### config.mk
export PLATFORM = sky130hd
export DESIGN_NAME = greedy_word_wrap_line_breaker
export DESIGN_NICKNAME = d
export VERILOG_FILES = /design/src/rtl/gww_pkg.sv /design/src/rtl/gww_res_fifo.sv /design/src/rtl/greedy_word_wrap_line_breaker.sv
export VERILOG_INCLUDE_DIRS = /design/src /design/src/rtl
export SDC_FILE = /design/constraint.sdc
export NUM_CORES = 1
export LEC_CHECK = 0
export ABC_AREA = 1
export BUFFER_PORTS_ARGS = -buffer_cell sky130_fd_sc_hd__buf_2
export CORE_UTILIZATION = 30
export CTS_CLUSTER_SIZE = 20
export DETAILED_ROUTE_END_ITERATION = 6
export HOLD_SLACK_MARGIN = 0.08
export SLEW_MARGIN = 10
export SYNTH_ARGS = -nofsm -noshare
export SYNTH_HDL_FRONTEND = slang
export SYNTH_SLANG_ARGS = --single-unit
### constraint.sdc
create_clock -name i_clk -period 12.37 [get_ports i_clk]
set_clock_uncertainty 0.15 [all_clocks]
set_input_delay 2.474 -clock i_clk [delete_from_list [all_inputs] [get_ports i_clk]]
set_output_delay 2.474 -clock i_clk [all_outputs]
set_load 0.01 [all_outputs]
### src/rtl/greedy_word_wrap_line_breaker_assert.svh
// ----------------------------------------------------------------------------
// Assertion macros shared by the line breaker modules
// Clocked implication checks, disabled while reset is low.
// ----------------------------------------------------------------------------
`ifndef GREEDY_WORD_WRAP_LINE_BREAKER_ASSERT_SVH
`define GREEDY_WORD_WRAP_LINE_BREAKER_ASSERT_SVH

// Same-cycle implication
`define GWW_ASSERT_IMP(lbl, clk, rst_n, ante, cons, msg) \
    lbl: assert property (@(posedge clk) disable iff (!rst_n) (ante) |-> (cons)) \
        else $error(msg);

// Next-cycle implication
`define GWW_ASSERT_NXT(lbl, clk, rst_n, ante, cons, msg) \
    lbl: assert property (@(posedge clk) disable iff (!rst_n) (ante) |=> (cons)) \
        else $error(msg);

`endif

### src/rtl/gww_pkg.sv
// ----------------------------------------------------------------------------
// gww_pkg
// Types, constants and helpers for the greedy word-wrap line breaker.
// ----------------------------------------------------------------------------
package gww_pkg;

    // Default offset width and wrap width after reset
    localparam int unsigned POS_BITS_DEF   = 16;
    localparam logic [5:0]  WRAP_WIDTH_RST = 6'd40;

    // Depth of the line descriptor queue
    localparam int unsigned FIFO_DEPTH = 4;

    // Character codes
    localparam logic [7:0] CH_NEWLINE = 8'h0A;
    localparam logic [7:0] CH_SPACE   = 8'h20;
    localparam logic [7:0] CH_COMMA   = 8'h2C;
    localparam logic [7:0] CH_PERIOD  = 8'h2E;

    // One line descriptor
    typedef struct packed {
        logic        final_line;
        logic [15:0] line_number;
        logic [5:0]  line_length;
        logic [15:0] line_start;
    } t_line;

    // Up to two descriptors written into the queue in one cycle
    typedef struct packed {
        logic [1:0] num;
        t_line      line1;
        t_line      line0;
    } t_push;

    // Space, comma and period may end a line
    function automatic logic is_candidate(input logic [7:0] c);
        return (c == CH_SPACE) || (c == CH_COMMA) || (c == CH_PERIOD);
    endfunction

endpackage

### src/rtl/gww_res_fifo.sv
// ----------------------------------------------------------------------------
// gww_res_fifo
// Small queue of line descriptors: takes up to two per cycle, gives one.
// ----------------------------------------------------------------------------
module gww_res_fifo (
    input  logic                 i_clk,
    input  logic                 i_rst_n,
    input  gww_pkg::t_push       i_push,
    output logic [$clog2(gww_pkg::FIFO_DEPTH):0] o_level,
    output logic                 o_valid,
    input  logic                 i_ready,
    output gww_pkg::t_line       o_line
);
    import gww_pkg::*;

    localparam int unsigned PTR_W = $clog2(FIFO_DEPTH);

    t_line              r_mem [FIFO_DEPTH];
    logic [PTR_W-1:0]   r_wr_ptr;
    logic [PTR_W-1:0]   r_rd_ptr;
    logic [PTR_W:0]     r_count;
    logic [PTR_W-1:0]   n_wr_ptr;
    logic [PTR_W-1:0]   n_rd_ptr;
    logic [PTR_W:0]     n_count;
    logic [PTR_W-1:0]   wr_ptr1;
    logic               pop;

    assign o_valid = (r_count != '0);
    assign pop     = o_valid && i_ready;
    assign o_line  = r_mem[r_rd_ptr];
    assign o_level = r_count;
    assign wr_ptr1 = r_wr_ptr + PTR_W'(1);

    // Pointer and fill update
    always_comb begin
        n_wr_ptr = r_wr_ptr + PTR_W'(i_push.num);
        n_rd_ptr = pop ? (r_rd_ptr + PTR_W'(1)) : r_rd_ptr;
        n_count  = r_count + (PTR_W+1)'(i_push.num) - (PTR_W+1)'(pop);
    end

    always_ff @(posedge i_clk) begin
        if (!i_rst_n) begin
            r_wr_ptr <= '0;
            r_rd_ptr <= '0;
            r_count  <= '0;
        end else begin
            r_wr_ptr <= n_wr_ptr;
            r_rd_ptr <= n_rd_ptr;
            r_count  <= n_count;
        end
    end

    // Storage: first entry at the write pointer, second right after it
    always_ff @(posedge i_clk) begin
        if (i_push.num != 2'd0) begin
            r_mem[r_wr_ptr] <= i_push.line0;
        end
        if (i_push.num == 2'd2) begin
            r_mem[wr_ptr1] <= i_push.line1;
        end
    end

`include "greedy_word_wrap_line_breaker_assert.svh"

    `GWW_ASSERT_IMP(a_level_bound, i_clk, i_rst_n, 1'b1, r_count <= (PTR_W+1)'(FIFO_DEPTH), "queue level beyond depth")
    `GWW_ASSERT_IMP(a_no_overflow, i_clk, i_rst_n, i_push.num != 2'd0, (r_count + (PTR_W+1)'(i_push.num)) <= (PTR_W+1)'(FIFO_DEPTH), "queue overflow")
    `GWW_ASSERT_IMP(a_push_num, i_clk, i_rst_n, 1'b1, i_push.num != 2'd3, "more than two lines pushed")

endmodule

### src/rtl/greedy_word_wrap_line_breaker.sv
// ----------------------------------------------------------------------------
// greedy_word_wrap_line_breaker
// Greedy word wrap: one character in, line descriptors out.
// ----------------------------------------------------------------------------
// Takes one character per cycle and gives a descriptor (start offset, length,
// line number, final flag) for each line. Space, comma and period are break
// points; newline after a line's first character, or the last character, ends
// a line at once; otherwise a line closes at the latest break point within
// the wrap width, or is cut hard at the wrap width. The break test and
// offset arithmetic work on the incoming character in the accepting cycle and
// write the descriptors straight into a four-entry queue, whose head is
// visible on the cycle after the character is taken. A character is taken
// whenever the queue has room for two descriptors, so the input only stalls
// while the output side holds three or more descriptors back.
// Writing the wrap width abandons the text in progress.
// ----------------------------------------------------------------------------
module greedy_word_wrap_line_breaker #(
    parameter int unsigned POS_BITS = gww_pkg::POS_BITS_DEF
) (
    input  logic        i_clk,
    input  logic        i_rst_n,
    // Configuration: wrap width
    input  logic        i_cfg_valid,
    output logic        o_cfg_ready,
    input  logic [5:0]  i_cfg_data,
    // Characters in
    input  logic        i_s_axis_tvalid,
    output logic        o_s_axis_tready,
    input  logic [7:0]  i_s_axis_tdata,   // [7:0] ch
    input  logic        i_s_axis_tlast,   // is_last
    // Line descriptors out
    output logic        o_m_axis_tvalid,
    input  logic        i_m_axis_tready,
    output logic [39:0] o_m_axis_tdata,   // [15:0] line_start, [21:16] line_length,
                                          // [37:22] line_number, [39:38] zero
    output logic        o_m_axis_tlast    // final_line
);
    import gww_pkg::*;

    localparam int unsigned LVL_W = $clog2(FIFO_DEPTH) + 1;

    // Text state
    logic [5:0]          r_wrap_width;
    logic [POS_BITS-1:0] r_char_pos;
    logic [POS_BITS-1:0] r_line_start;
    logic [POS_BITS-1:0] r_break_pos;
    logic                r_break_seen;
    logic [15:0]         r_line_count;

    logic [POS_BITS-1:0] n_char_pos;
    logic [POS_BITS-1:0] n_line_start;
    logic [POS_BITS-1:0] n_break_pos;
    logic                n_break_seen;
    logic [15:0]         n_line_count;

    logic                cfg_acc;
    logic                in_acc;
    logic [LVL_W-1:0]    level;
    t_push               push;
    t_line               out_line;

    // Step datapath
    logic [7:0]          ch;
    logic                last;
    logic [POS_BITS-1:0] w;
    logic [POS_BITS-1:0] p1;
    logic [POS_BITS-1:0] off;
    logic [POS_BITS-1:0] ns;
    logic [POS_BITS-1:0] len;
    logic                ended;
    logic                cand;
    t_line               first_line;
    t_line               tail_line;
    logic                have_first;

    assign ch   = i_s_axis_tdata;
    assign last = i_s_axis_tlast;

    assign o_cfg_ready     = 1'b1;
    assign cfg_acc         = i_cfg_valid;
    assign o_s_axis_tready = (level <= LVL_W'(FIFO_DEPTH - 2));
    assign in_acc          = i_s_axis_tvalid && o_s_axis_tready;

    // One character step
    always_comb begin
        w     = (r_wrap_width == 6'd0) ? POS_BITS'(1) : POS_BITS'(r_wrap_width);
        p1    = r_char_pos + POS_BITS'(1);
        off   = r_char_pos - r_line_start;
        cand  = is_candidate(ch);
        ns    = '0;
        len   = '0;
        ended = 1'b0;
        have_first   = 1'b0;
        n_line_start = r_line_start;
        n_break_pos  = r_break_pos;
        n_break_seen = r_break_seen;
        first_line   = '0;

        if (off != '0) begin
            if (ch == CH_NEWLINE) begin
                // Newline closes the line without the newline itself
                have_first   = 1'b1;
                first_line   = '{final_line: last, line_number: r_line_count,
                                 line_length: 6'(off), line_start: 16'(r_line_start)};
                n_line_start = p1;
                n_break_seen = 1'b0;
                ended        = 1'b1;
            end else begin
                if (cand) begin
                    n_break_pos  = r_char_pos;
                    n_break_seen = 1'b1;
                end
                if (off >= w) begin
                    // Word break at the latest candidate, else hard break
                    if (n_break_seen) begin
                        len = n_break_pos - r_line_start;
                        ns  = n_break_pos + POS_BITS'(1);
                    end else begin
                        len = w;
                        ns  = r_char_pos;
                    end
                    ended        = (ns == p1);
                    have_first   = 1'b1;
                    first_line   = '{final_line: last && ended, line_number: r_line_count,
                                     line_length: 6'(len), line_start: 16'(r_line_start)};
                    n_line_start = ns;
                    n_break_seen = 1'b0;
                end
            end
        end

        // Remainder line at end of text
        tail_line = '{final_line: 1'b1,
                      line_number: r_line_count + 16'(have_first),
                      line_length: 6'(p1 - n_line_start),
                      line_start: 16'(n_line_start)};

        push = '0;
        if (in_acc) begin
            if (have_first) begin
                push.line0 = first_line;
                push.line1 = tail_line;
                push.num   = (last && !ended) ? 2'd2 : 2'd1;
            end else begin
                push.line0 = tail_line;
                push.num   = (last && !ended) ? 2'd1 : 2'd0;
            end
        end

        // Next text state
        if (last) begin
            n_char_pos   = '0;
            n_line_start = '0;
            n_break_pos  = '0;
            n_break_seen = 1'b0;
            n_line_count = '0;
        end else begin
            n_char_pos   = p1;
            n_line_count = r_line_count + 16'(have_first);
        end
    end

    always_ff @(posedge i_clk) begin
        if (!i_rst_n) begin
            r_wrap_width <= WRAP_WIDTH_RST;
            r_char_pos   <= '0;
            r_line_start <= '0;
            r_break_pos  <= '0;
            r_break_seen <= 1'b0;
            r_line_count <= '0;
        end else if (cfg_acc) begin
            // New width drops the text in progress
            r_wrap_width <= i_cfg_data;
            r_char_pos   <= '0;
            r_line_start <= '0;
            r_break_pos  <= '0;
            r_break_seen <= 1'b0;
            r_line_count <= '0;
        end else if (in_acc) begin
            r_char_pos   <= n_char_pos;
            r_line_start <= n_line_start;
            r_break_pos  <= n_break_pos;
            r_break_seen <= n_break_seen;
            r_line_count <= n_line_count;
        end
    end

    // Descriptor queue and output packing
    gww_res_fifo u_res_fifo (
        .i_clk   (i_clk),
        .i_rst_n (i_rst_n),
        .i_push  (push),
        .o_level (level),
        .o_valid (o_m_axis_tvalid),
        .i_ready (i_m_axis_tready),
        .o_line  (out_line)
    );

    assign o_m_axis_tdata = {2'b00, out_line.line_number, out_line.line_length,
                             out_line.line_start};
    assign o_m_axis_tlast = out_line.final_line;

`include "greedy_word_wrap_line_breaker_assert.svh"

    `GWW_ASSERT_IMP(a_len_nonzero, i_clk, i_rst_n, o_m_axis_tvalid, o_m_axis_tdata[21:16] != 6'd0, "empty line emitted")
    `GWW_ASSERT_IMP(a_off_in_width, i_clk, i_rst_n, 1'b1, (r_char_pos - r_line_start) <= POS_BITS'(63), "open line longer than width")
    `GWW_ASSERT_NXT(a_text_clear, i_clk, i_rst_n, in_acc && i_s_axis_tlast, r_char_pos == '0 && r_line_count == 16'd0, "state not cleared after last character")

endmodule

==> results of run 1 <==
==> metrics by stage <==
step / area, um2 / hold slack, ns
final: 16600 / 0.308
after global routing: 16600 / 0.329
after CTS: 16600 / 0.310
after detailed placement: 15800 / 0.300
after global placement: 15800 / 0.297
after floorplan: 14900 / 0.274
==> cells in the mapped netlist (all sizes together) <==
master    n
o21bai    2
and2      4
a21oi    96
xor2     30
o21ai   283
nor2    195
a31oi     2
o221ai    4
dfxtp    80
nand2   589
o22ai    60
inv     204
nor3     12
conb      2
or2       6
nand4    16
clkbuf   70
a22oi     4
ha       41
a21o      1
edfxtp  156
nor4      3
xnor2     7
nand3    99
a221o     1
o211ai    7
nand3b    5
fa        4
buf      29
a211oi    1
clkinv    4
==> routing by layer <==
metal	vias up	GRT usage, %
met2	381	29.3
li1	6708	-
met3	67	2.12
met5	-	0
met4	0	4.43
met1	6367	23.9
==> cells by family (layout without fill, tap and decap cells) <==
family / count (synthesis) / count (layout)
xor gates and xnor gates: 37 / 37
adders and majority gates: 45 / 45
DFF: 236 / 236
buffers and inverters: 307 / 333
and+or+nand+nor: 929 / 929
AOI/OAI and AO/OA: 461 / 461
other: 2 / 3
==> state kept, by name, summed over array words and instances, names as in the netlist, named ones only <==
signal               flops
u_res_fifo.o_level       3
r_line_start            16
r_break_seen             1
u_res_fifo.r_rd_ptr      2
r_char_pos              16
r_break_pos             16
r_wrap_width             6
u_res_fifo.r_wr_ptr      2
r_line_count            16
u_res_fifo.r_mem       156
==> worst register-to-register path, delay by kind of cell, from the launching register on <==
family	cells	cell delay [ns]
AOI/OAI and AO/OA	3	0.84
xor gates and xnor gates	1	0.40
adders and majority gates	4	1.42
buffers and inverters	7	2.47
DFF	1	0.55
and+or+nand+nor	8	1.28
==> cell type report <==
type | instances | area, um2 | share of cell area, %
Clock buffer | 35 | 684 | 4.12
Clock inverter | 13 | 159 | 0.956
Inverter | 208 | 783 | 4.71
Multi-Input combinational cell | 1475 | 7460 | 44.8
Sequential cell | 236 | 6290 | 37.8
Tap cell | 664 | 831 | 5.00
Timing Repair Buffer | 77 | 428 | 2.57
==> final timing paths <==
path | end | slack (ns) | cells past startpoint
max | u_res_fifo.r_mem[1][25] | 3.78 | 25
min | r_wrap_width[0] | 0.31 | 2
max reg2reg | u_res_fifo.r_mem[1][25] | 4.83 | 23
min reg2reg | r_wrap_width[0] | 0.31 | 2
==> cells in the final DEF (no fill, tap or decap), types with 5 or more instances in the layout <==
master	instances
nand2_1	569
o21ai_0	255
inv_1	184
nor2_1	165
edfxtp_1	156
a21oi_1	96
nand3_1	92
dfxtp_1	79
buf_2	60
o22ai_1	51
ha_1	41
xor2_1	30
clkbuf_16	26
nor2_2	25
o21ai_1	23
inv_2	19
nand2_2	17
buf_4	17
nand4_1	16
o22ai_2	9
clkbuf_1	9
nor3_1	8
nand3_2	7
xnor2_1	7
o211ai_1	7
clkinv_1	6
o21ai_4	5
nand3b_1	5
or2_2	5
==> results.py, run 1 <==
metrics = {
    "clock_tree": {
        "cts_sinks": 236,
        "htree_levels": 1,
        "cts_tree": "done",
        "hold_buffers": 0,
        "cts_setup_buffers": 0,
        "cts_resized": 0,
        "cts_buffers": 26,
        "insertion_delay_ns": 0.56,
        "clk_path_buf_depth": 3,
        "cts-root-buf": "clkbuf_16",
        "clk_pin_slew_ns": 0.06,
    },
    "grt": {
        "grt_remaining_overflow": 0,
        "grt_pass1_wl_um": 70600,
        "first_global_vias": 12700,
        "grtUsageTotal_pct": 17.5,
        "grt_max_degree": 79,
        "antenna_found_initial": 0,
    },
    "route": {
        "m1WireLength_um": 20900,
        "drc_errors": 0,
        "vias": 13500,
        "drtPass1Iterations": 5,
        "routedWlPerCell_um": 16.5,
        "via_per_inst": 4.99,
        "met2WireLength_um": 20600,
        "ant_nets": 0,
        "drtIter0Drc": 1132,
        "wl_met3_um": 2370,
        "top_layer": "met4",
        "drt_wl_total_um": 44800,
    },
    "synthesis": {
        "synth_seq_cells": 236,
        "synth_xor_area_share_pct": 2.17,
        "syn_avg_cell_area_um2": 7.39,
        "synth-simple-area-share_pct": 26.5,
        "ys_top_cells_by_area": "edfxtp_1 (31%), nand2_1 (14%), dfxtp_1 (11%)",
        "yosys_warnings": 0,
        "synth_compound_area_share_pct": 16.9,
        "syn_area_um2": 14900,
        "ys_types": 47,
        "synth_top_family_by_area": "simple AND/OR/NAND/NOR gates",
        "yosys.area_share.adder_pct": 3.98,
        "synth_top_cell_area_share_pct": 31.4,
        "synthCells": 2017,
        "yosys.area.top_type": "edfxtp_1",
        "ys_seq_area_share_pct": 42.2,
        "synthMuxAreaShare_pct": 0,
    },
    "sta": {
        "max_freq_ghz": 0.116,
        "drv_slew": 0,
        "tns_ns": 0,
        "max_slew_margin_pct": 18.1,
        "rsz0062_at_grt": "no",
        "setup_viol": 0,
        "hold_viol": 0,
        "post-route-period-util_pct": 69.4,
        "min_period_ns": 8.59,
        "timing.final.ws_setup_ns": 3.78,
        "worst_slew_pin_slew_ns": 1.22,
    },
    "finish": {
        "drive_gt1_share_pct": 10.8,
        "antenna_cells": 0,
        "utilization_pct": 34.0,
        "layout.cells.non_filler": 2708,
        "area_delta_synth_final_pct": 11.6,
        "nNetsFinal": 2089,
        "nFillCells": 5151,
    },
    "place": {
        "post-place-ws_ns": 3.22,
        "dp_cells": 2660,
        "dp_hpwl_um": 31700,
        "place.gp.congestion": 0.902,
        "port_buffers": 60,
    },
    "critical_path": {
        "crit_top_cell": "nor2_1",
        "start_kind": "input port",
        "critPathSlowestCell": "clkinv_1",
        "crit_fanout": 45,
        "timing.rr.start": "r_char_pos[0]",
        "crit_required_ns": 12.39,
        "endpoint_kind": "flip-flop",
        "worstSetupPathType": "input port to flip-flop",
        "arrival_ns": 8.61,
        "crit_family": "buffers and inverters",
        "cp_num_buf_inv": 7,
        "critPathLaunch": "i_s_axis_tdata[1]",
        "critPathMaxStageDelay_ns": 0.98,
    },
    "floorplan": {
        "die-area_um2": 50600,
        "die_x_um": 225,
        "core_um2": 49000,
        "ios": 64,
        "placement_rows": 81,
        "initial_core_util_pct": 30.4,
        "fp.dieH_um": 225,
    },
    "outcome": {
        "outcome": "finished clean",
    },
    "run": {
        "cap_violations": 0,
    },
    "min_path": {
        "hold_start": "r_wrap_width[0]",
        "worstHoldPathType": "flip-flop to flip-flop",
    },
}
Power of run 1 is not shown: default switching activity piles up to over one toggle a cycle in this logic, so the estimate is an artifact.
==> inputs of run 2 (changes only) <==
==> constraint.sdc (replaced) <==
create_clock -name i_clk -period 7 [get_ports i_clk]
set_clock_uncertainty 0.15 [all_clocks]
set_input_delay 1.4 -clock i_clk [delete_from_list [all_inputs] [get_ports i_clk]]
set_output_delay 1.4 -clock i_clk [all_outputs]
set_load 0.01 [all_outputs]
==> run 2 against run 1 <==
Against the previous run: design area up 1.1%; routed wire length down 2.3%; first-iteration DRC count down 13%; hold slack worse by 0.0066 ns; sequential share of layout area down 0.40 points; register-to-register slack worse by 3.9 ns; die area unchanged; cell count up 0.37%; via count down 0.51%; critical path depth up 6.
==> results.py, run 2 (synthesis gave the netlist of run 1 again) <==
metrics = {
    "critical_path": {
        "arrival_ns": 6.17,
        "cp.depth": 31,
        "crit_top_cell": "nand2_1",
        "r2r.worst_path.cells": 31,
        "critPathLaunch": "r_char_pos[0]",
        "timing.rr.start": "r_char_pos[0]",
        "endpoint_kind": "flip-flop",
        "critPathSlowestCell": "dfxtp_1",
        "start_kind": "flip-flop",
        "regToRegEndpoint": "u_res_fifo.r_mem[3][36]",
        "worstSetupPathType": "flip-flop to flip-flop",
        "regToRegSetupSlack_ns": 0.97,
        "crit_family": "simple AND/OR/NAND/NOR gates",
        "crit_required_ns": 7.14,
        "crit_path_end": "u_res_fifo.r_mem[3][36]",
        "critPathMaxStageDelay_ns": 0.59,
        "crit_fanout": 16,
        "cp_num_buf_inv": 4,
    },
    "sta": {
        "drv_slew": 0,
        "post-route-period-util_pct": 86.2,
        "min_period_ns": 6.03,
        "max_slew_margin_pct": 41.1,
        "worst_slew_pin_slew_ns": 0.881,
        "hold_viol": 0,
        "rsz0062_at_grt": "no",
        "hold_slack_ns": 0.302,
        "setup_viol": 0,
        "max_freq_ghz": 0.166,
    },
    "clock_tree": {
        "hold_buffers": 0,
        "cts_resized": 0,
        "cts-root-buf": "clkbuf_16",
        "htree_levels": 1,
        "clk_pin_slew_ns": 0.07,
        "cts_tree": "done",
        "cts_sinks": 236,
        "clk_path_buf_depth": 3,
        "insertion_delay_ns": 0.57,
        "cts_buffers": 28,
        "cts_setup_buffers": 0,
    },
    "finish": {
        "top_register": "u_res_fifo.r_mem",
        "utilization_pct": 34.3,
        "area_delta_synth_final_pct": 12.8,
        "final_common_cell": "nand2_1",
        "antenna_cells": 0,
        "nNetsFinal": 2098,
        "drive_gt1_share_pct": 11.1,
        "final_cell_mix": "nand2_1 (569), o21ai_0 (255), inv_1 (184)",
        "largest_reg_flops": 156,
    },
    "run": {
        "cap_violations": 0,
    },
    "place": {
        "dp_hpwl_um": 29500,
        "place.gp.congestion": 0.889,
        "port_buffers": 60,
    },
    "route": {
        "vias": 13500,
        "via_per_inst": 4.95,
        "routedWlPerCell_um": 16.1,
        "ant_nets": 0,
        "drc_errors": 0,
        "drtIter0Drc": 989,
        "drtPass1Iterations": 6,
        "drt_wl_total_um": 43800,
    },
    "outcome": {
        "outcome": "finished clean",
    },
    "grt": {
        "grtUsageTotal_pct": 17.2,
        "antenna_found_initial": 0,
        "first_global_vias": 12600,
        "grt_remaining_overflow": 0,
        "grt_pass1_wl_um": 68400,
        "grt_max_degree": 78,
    },
    "floorplan": {
        "core_um2": 49000,
        "fp.dieH_um": 225,
        "placement_rows": 81,
        "ios": 64,
        "initial_core_util_pct": 30.4,
        "die_x_um": 225,
        "die-area_um2": 50600,
    },
    "min_path": {
        "worstHoldPathType": "flip-flop to flip-flop",
    },
}
## run 2: cell types whose count changed in the layout (fill, tap and decap cells not counted)
cell	delta
buf_12	+4
clkinv_8	-1
clkbuf_1	-3
inv_8	+1
buf_4	+3
clkinvlp_4	+1
clkinvlp_2	-1
clkbuf_16	+3
clkbuf_8	+1
clkinv_2	-1
clkinv_4	-1
clkinv_1	+4
## run 2: layout make-up
class | instances | area, um2
clock buffers | 36 | 762
clock inverters | 15 | 158
fillers | 5068 | 32100
inverters | 208 | 783
multi-input cells | 1475 | 7460
flip-flops and latches | 236 | 6290
well taps | 664 | 831
repair buffers | 84 | 531
## run 2: worst min-delay path by stage
| stage | startpoint | slack (ns) | cells past startpoint | end |
|---|---|---|---|---|
| after floorplan | r_wrap_width[0] | 0.27 | 2 | r_wrap_width[0] |
| after global placement | r_wrap_width[0] | 0.29 | 2 | r_wrap_width[0] |
| after detailed placement | r_wrap_width[0] | 0.29 | 2 | r_wrap_width[0] |
| after CTS | r_wrap_width[0] | 0.30 | 2 | r_wrap_width[0] |
| after global routing | r_wrap_width[0] | 0.33 | 2 | r_wrap_width[0] |
| final | r_wrap_width[0] | 0.30 | 2 | r_wrap_width[0] |
## run 2: worst min-delay path, cell delays in order (launching register included)
cell	delay, ns
dfxtp_1	0.30
inv_1	0.06
a21oi_1	0.05
## run 2: layer usage
layer | global-route usage (%) | vias to the layer above | routed length (um)
met1 | 22.0 | 6251 | 19100
met4 | 5.27 | 0 | 1030
met5 | 0 | - | 0
li1 | - | 6747 | -
met3 | 2.74 | 64 | 2870
met2 | 29.4 | 392 | 20800
## run 2: through the flow
step / setup WS, ns / instance area (um2) / TNS (ns) / std cells
6_report: 0.968 / 16800 / 0 / 2718
5_1_grt: 0.468 / 16800 / 0 / 2718
4_1_cts: 1.00 / 16800 / 0 / 2718
3_5_place_dp: 0.746 / 15900 / 0 / 2667
3_3_place_gp: 0.801 / 15900 / 0 / 2667
2_1_floorplan: -0.478 / 14900 / -74.62 / 2018
Power of run 2 is left out for the same reason.
